[src/design/aao_pkg.sv]
// Package with the shared widths, constants and types of the arbitrary axis transform.
`default_nettype none
package aao_pkg;
    localparam int COORD_BITS = 32;
    localparam int FRAC_BITS  = 16;
    localparam int MANT_BITS  = 30;
    localparam int NIN_W      = 48;
    localparam int BL_W       = 6;
    localparam int UNIT_W     = FRAC_BITS + 2;
    localparam int QUO_W      = FRAC_BITS + 1;
    localparam int SUM_W      = 2 * MANT_BITS + 2;
    localparam int SQ_W       = 64;
    localparam int ROOT_W     = MANT_BITS + 2;
    localparam int SQ_STAGES  = SQ_W / 2;
    localparam int DIV_STAGES = QUO_W;
    localparam int NUM_W      = MANT_BITS + FRAC_BITS + 1;
    localparam int REM_W      = NUM_W + 1;
    localparam int CROSS_W    = MANT_BITS + UNIT_W + 1;
    localparam int SIDE_W     = 3 * UNIT_W + 6 * COORD_BITS;
    localparam int THRESH     = 1 << (FRAC_BITS - 6);
    localparam int PA_W       = UNIT_W + COORD_BITS;
    localparam int PC_W       = 2 * COORD_BITS;
    localparam int ACC_W      = PC_W + 2;
    localparam int SHR_W      = ACC_W - FRAC_BITS;

    typedef logic [2:0][NIN_W-1:0]      nmag_t;
    typedef logic [2:0][MANT_BITS-1:0]  pmag_t;
    typedef logic [2:0][UNIT_W-1:0]     unit_t;
    typedef logic [2:0][COORD_BITS-1:0] coord_t;
    typedef logic [SIDE_W-1:0]          side_t;
endpackage
`default_nettype wire

[src/design/aao_prescale.sv]
// Three stage prescaler that brings the largest magnitude of a vector to a fixed bit length.
`default_nettype none
module aao_prescale (
    input  wire logic           aclk,
    input  wire logic           aresetn,
    input  wire logic           en,
    input  wire logic           in_valid,
    input  wire aao_pkg::nmag_t in_mag,
    input  wire logic [2:0]     in_sign,
    input  wire aao_pkg::side_t in_side,
    output logic                out_valid,
    output aao_pkg::pmag_t      out_mag,
    output logic [2:0]          out_sign,
    output aao_pkg::side_t      out_side
);
    import aao_pkg::*;

    logic             v1_reg, v2_reg, v3_reg;
    nmag_t            mag1_reg, mag2_reg;
    logic [NIN_W-1:0] max1_reg, max_next;
    logic [2:0]       sg1_reg, sg2_reg, sg3_reg;
    side_t            sd1_reg, sd2_reg, sd3_reg;
    logic [BL_W-1:0]  bl2_reg, bl_next;
    pmag_t            mag3_reg, mag3_next;
    logic [NIN_W+MANT_BITS-1:0] wide;

    always_comb begin
        max_next = in_mag[0];
        if (in_mag[1] > max_next) max_next = in_mag[1];
        if (in_mag[2] > max_next) max_next = in_mag[2];
    end

    always_comb begin
        bl_next = '0;
        for (int i = 0; i < NIN_W; i++) begin
            if (max1_reg[i]) bl_next = BL_W'(i + 1);
        end
    end

    always_comb begin
        wide = '0;
        for (int i = 0; i < 3; i++) begin
            wide = {mag2_reg[i], {MANT_BITS{1'b0}}} >> bl2_reg;
            mag3_next[i] = wide[MANT_BITS-1:0];
        end
    end

    always_ff @(posedge aclk) begin
        if (!aresetn) begin
            v1_reg <= 1'b0;
            v2_reg <= 1'b0;
            v3_reg <= 1'b0;
        end else if (en) begin
            v1_reg <= in_valid;
            v2_reg <= v1_reg;
            v3_reg <= v2_reg;
        end
    end

    always_ff @(posedge aclk) begin
        if (en) begin
            mag1_reg <= in_mag;
            max1_reg <= max_next;
            sg1_reg  <= in_sign;
            sd1_reg  <= in_side;
            mag2_reg <= mag1_reg;
            bl2_reg  <= bl_next;
            sg2_reg  <= sg1_reg;
            sd2_reg  <= sd1_reg;
            mag3_reg <= mag3_next;
            sg3_reg  <= sg2_reg;
            sd3_reg  <= sd2_reg;
        end
    end

    assign out_valid = v3_reg;
    assign out_mag   = mag3_reg;
    assign out_sign  = sg3_reg;
    assign out_side  = sd3_reg;
endmodule
`default_nettype wire

[config.mk]
export PLATFORM = sky130hd
export DESIGN_NAME = aao_prescale
export DESIGN_NICKNAME = d
export VERILOG_FILES = /design/src/design/aao_pkg.sv /design/src/design/aao_prescale.sv
export SDC_FILE = /design/constraint.sdc
export NUM_CORES = 1
export LEC_CHECK = 0
export ABC_AREA = 0
export BUFFER_PORTS_ARGS = -buffer_cell sky130_fd_sc_hd__buf_2
export CORE_ASPECT_RATIO = 1.4
export CORE_UTILIZATION = 40
export CTS_BUF_LIST = sky130_fd_sc_hd__clkbuf_4 sky130_fd_sc_hd__clkbuf_8 sky130_fd_sc_hd__clkbuf_16
export DETAILED_ROUTE_END_ITERATION = 8
export PLACE_DENSITY_LB_ADDON = 0.3
export SLEW_MARGIN = 10
export SYNTH_ARGS = -nofsm -noshare
export SYNTH_HDL_FRONTEND = slang
export SYNTH_SLANG_ARGS = --single-unit
[constraint.sdc]
create_clock -name aclk -period 5.95 [get_ports aclk]
set_clock_uncertainty 0.2 [all_clocks]
set_input_delay 0.2975 -clock aclk [delete_from_list [all_inputs] [get_ports aclk]]
set_output_delay 0.2975 -clock aclk [all_outputs]
set_load 0.01 [all_outputs]
==> out/results.tsv <==
metric	value	unit
Post-Syn Area per Cell	16.63	um^2
syn nets	3351	
hold crit path type	in2reg	
clock buffer depth	3	
Final Setup Violations	0	
layout cells sized above 1	27.14	%
Worst-Margin Slew	1081	ps
switching part of the total power	27.02	%
via density per instance	5.180	
Die H	409.8	um
status	complete, no violations	
Tot GR Track Use	24.79	%
net load switching power	5.581	mW
DP Area	53350	um^2
Worst-path clk slew	70	ps
data required time of the worst path	6290	ps
first-pass GRT wire length	210000	um
final HPWL from detailed placement	110500	um
Die Span X	293.3	um
I/O pin cnt	737	
Clk pwr share	33.3	%
initial drt markers	2208	
combinational power share	16.9	%
Max-cap violations	0	
maximum clock rate	177.8	MHz
gpl congestion	0.9709	
PwrDens	339.1	nW/um^2
Buffers on Ports	736	
drt drc	0	
Register-to-Register Path Depth	8	
crit path max fanout	18	
CTS Sinks	1182	
CP Capture Type	register	
pin count of the biggest net entering global routing	176	
pre-CTS WS	-670.3	ps
Yosys cell types	66	
H-tree depth	3	
RSZ-0062 raised after global routing	no	
Die Footprint	120200	um^2
commonest non-fill, non-tap cell in the layout	edfxtp_1	
clock root cell	clkbuf_16	
final setup TNS	0	ps
Post-synth EDFFs	1179	
WL/cell	26.32	um
Final Hold Viols	0	
Post-DRT Antenna Nets	0	
Area Growth Syn to Fin	28.18	%
synthesized area	47520	um^2
Rows	149	
Tmin final	5625	ps
fin area	60910	um^2
asr flop ratio synth	0	%
most used flip-flop cell after synthesis	edfxtp_1	
Tcrit/Tclk final	94.53	%
Num CTS Buffers	109	
#FFs+latches synth	1182	
Routed WL	151100	um
Yosys warnings	0	
worst skew pair latency	740	ps
share of total power in sequential cells	49.8	%
post-CTS setup buffers	0	
initial antenna violation count	46	
final core utilization	51.70	%
drt first pass iters	6	
Remaining Overflow, GRT	0	
Worst Hold Depth	2	
CP Data Arrival Time	5970	ps
final worst slack	325.2	ps
via count	29749	
Max-Slew Margin vs Limit	27.47	%
most frequent cells in the layout	edfxtp_1 (1,179), buf_2 (735), dlygate4sd3_1 (397)	
Pleak	23.82	nW
TritonCTS clock tree	yes	
Final nets	4541	
post-synthesis sequential area ratio	74.63	%
cell-internal power	15.07	mW
Core Region	117800	um^2
number of global-route vias before repair	30203	
fin. max-slew vios	0	
peak supply drop	284.3	uV
Synth Instances	2858	
Initial Utilization	40.33	%
CP Launch Type	input pin	
Worst Setup Path Type	in2reg	
## layer usage
metal / share of wire, % / routed length (um) / GRT usage (%) / vias to the layer above
li1: - / - / - / 13495
met1: 35 / 53440 / 27.05 / 14594
met2: 51 / 76320 / 43.29 / 1270
met3: 7.1 / 10780 / 5.745 / 354
met4: 6.9 / 10380 / 15.57 / 36
met5: 0.14 / 213 / 0 / -
## power by group through the flow
stage / sequential (mW) / combinational, mW / clock [mW]
global route: 10.3 / 3.69 / 7.33
floorplan: 10.5 / 1.63 / 0
detailed placement: 10.5 / 3.23 / 0
finish: 10.3 / 3.50 / 6.88
CTS: 10.3 / 3.47 / 7.02
global placement: 10.4 / 3.22 / 0
## Yosys cell counts, drive strengths merged, types with 10 or more instances
cell type / count / area share, %
edfxtp: 1179 / 75
nand2: 305 / 2.4
mux2i: 249 / 5.2
o21ai: 156 / 1.7
nor2: 119 / 0.94
inv: 113 / 0.89
a21oi: 110 / 1.2
ha: 96 / 2.5
mux4: 90 / 4.3
clkbuf: 68 / 0.54
buf: 58 / 0.81
o22ai: 31 / 0.42
mux2: 27 / 0.64
a211oi: 23 / 0.38
nor3: 21 / 0.22
nand4: 20 / 0.26
o21a: 16 / 0.25
a21o: 14 / 0.22
a22o: 14 / 0.26
nor4: 14 / 0.20
nand3: 13 / 0.15
and3: 12 / 0.16
o221ai: 12 / 0.22
nor2b: 11 / 0.14
a221oi: 10 / 0.18
## logic make-up (layout without fill, tap and decap cells)
| logic type | count (synthesis) | in the layout | share of synthesized area, % |
|---|---|---|---|
| and+or+nand+nor | 535 | 535 | 4.781 |
| other | 0 | 20 | 0 |
| AOI/OAI and AO/OA | 439 | 439 | 5.663 |
| DFF | 1182 | 1182 | 74.63 |
| buffers and inverters | 240 | 1520 | 2.251 |
| muxes | 366 | 366 | 10.15 |
| adders and majority gates | 96 | 96 | 2.528 |
## worst max-delay path, stage by stage
cell and delay (ps):
dlygate4sd3_1 560, buf_2 160, ha_1 310, a22oi_1 170, nand2_1 70, o32a_1 380
o21ai_2 430, a21oi_1 220, o22ai_4 270, buf_12 230, mux2i_1 310, ha_1 190
nand4_1 180, nor4_2 420, buf_4 210, nand4_1 180, or4_1 620, o21ai_4 100
buf_12 140, buf_4 230, mux2i_1 240
## path summary, 6_finish.rpt
kind | from | end | slack, ps
worst min register to register | mag1_reg[123] | mag2_reg[123] | 200
worst min-delay path | in_side[25] | sd1_reg[25] | 70
worst max register to register | bl2_reg[0] | out_mag[38] | 2030
worst max-delay path | in_mag[53] | max1_reg[6] | 330
## area by class of cell
class | count | area (um^2)
antenna | 20 | 50.05
clock buffer | 135 | 2923
clock inverter | 66 | 609.3
fill | 9843 | 56910
inverter | 114 | 432.9
multi-input combinational | 1436 | 11020
sequential | 1182 | 35460
tap | 1585 | 1983
timing repair buffer | 1205 | 8433
## metrics by stage
| step | instances | hold WS, ps | power [mW] |
|---|---|---|---|
| 4_1_cts | 5723 | 2.122 | 20.76 |
| 5_1_grt | 5734 | 34.41 | 21.35 |
| 3_5_place_dp | 5125 | 204.5 | 13.68 |
| 3_3_place_gp | 5125 | 200.0 | 13.65 |
| 6_report | 5743 | 74.52 | 20.66 |
| 2_1_floorplan | 2858 | 196.4 | 12.08 |
## repair_timing
| action | in CTS | in global routing |
|---|---|---|
| resized for setup | 0 | 2 |
| hold buffers | 397 | 0 |
| hold endpoints to repair | 458 | 0 |
| endpoints found under the setup margin | 0 | 44 |
Note: power is estimated with default switching activity, not from simulation.
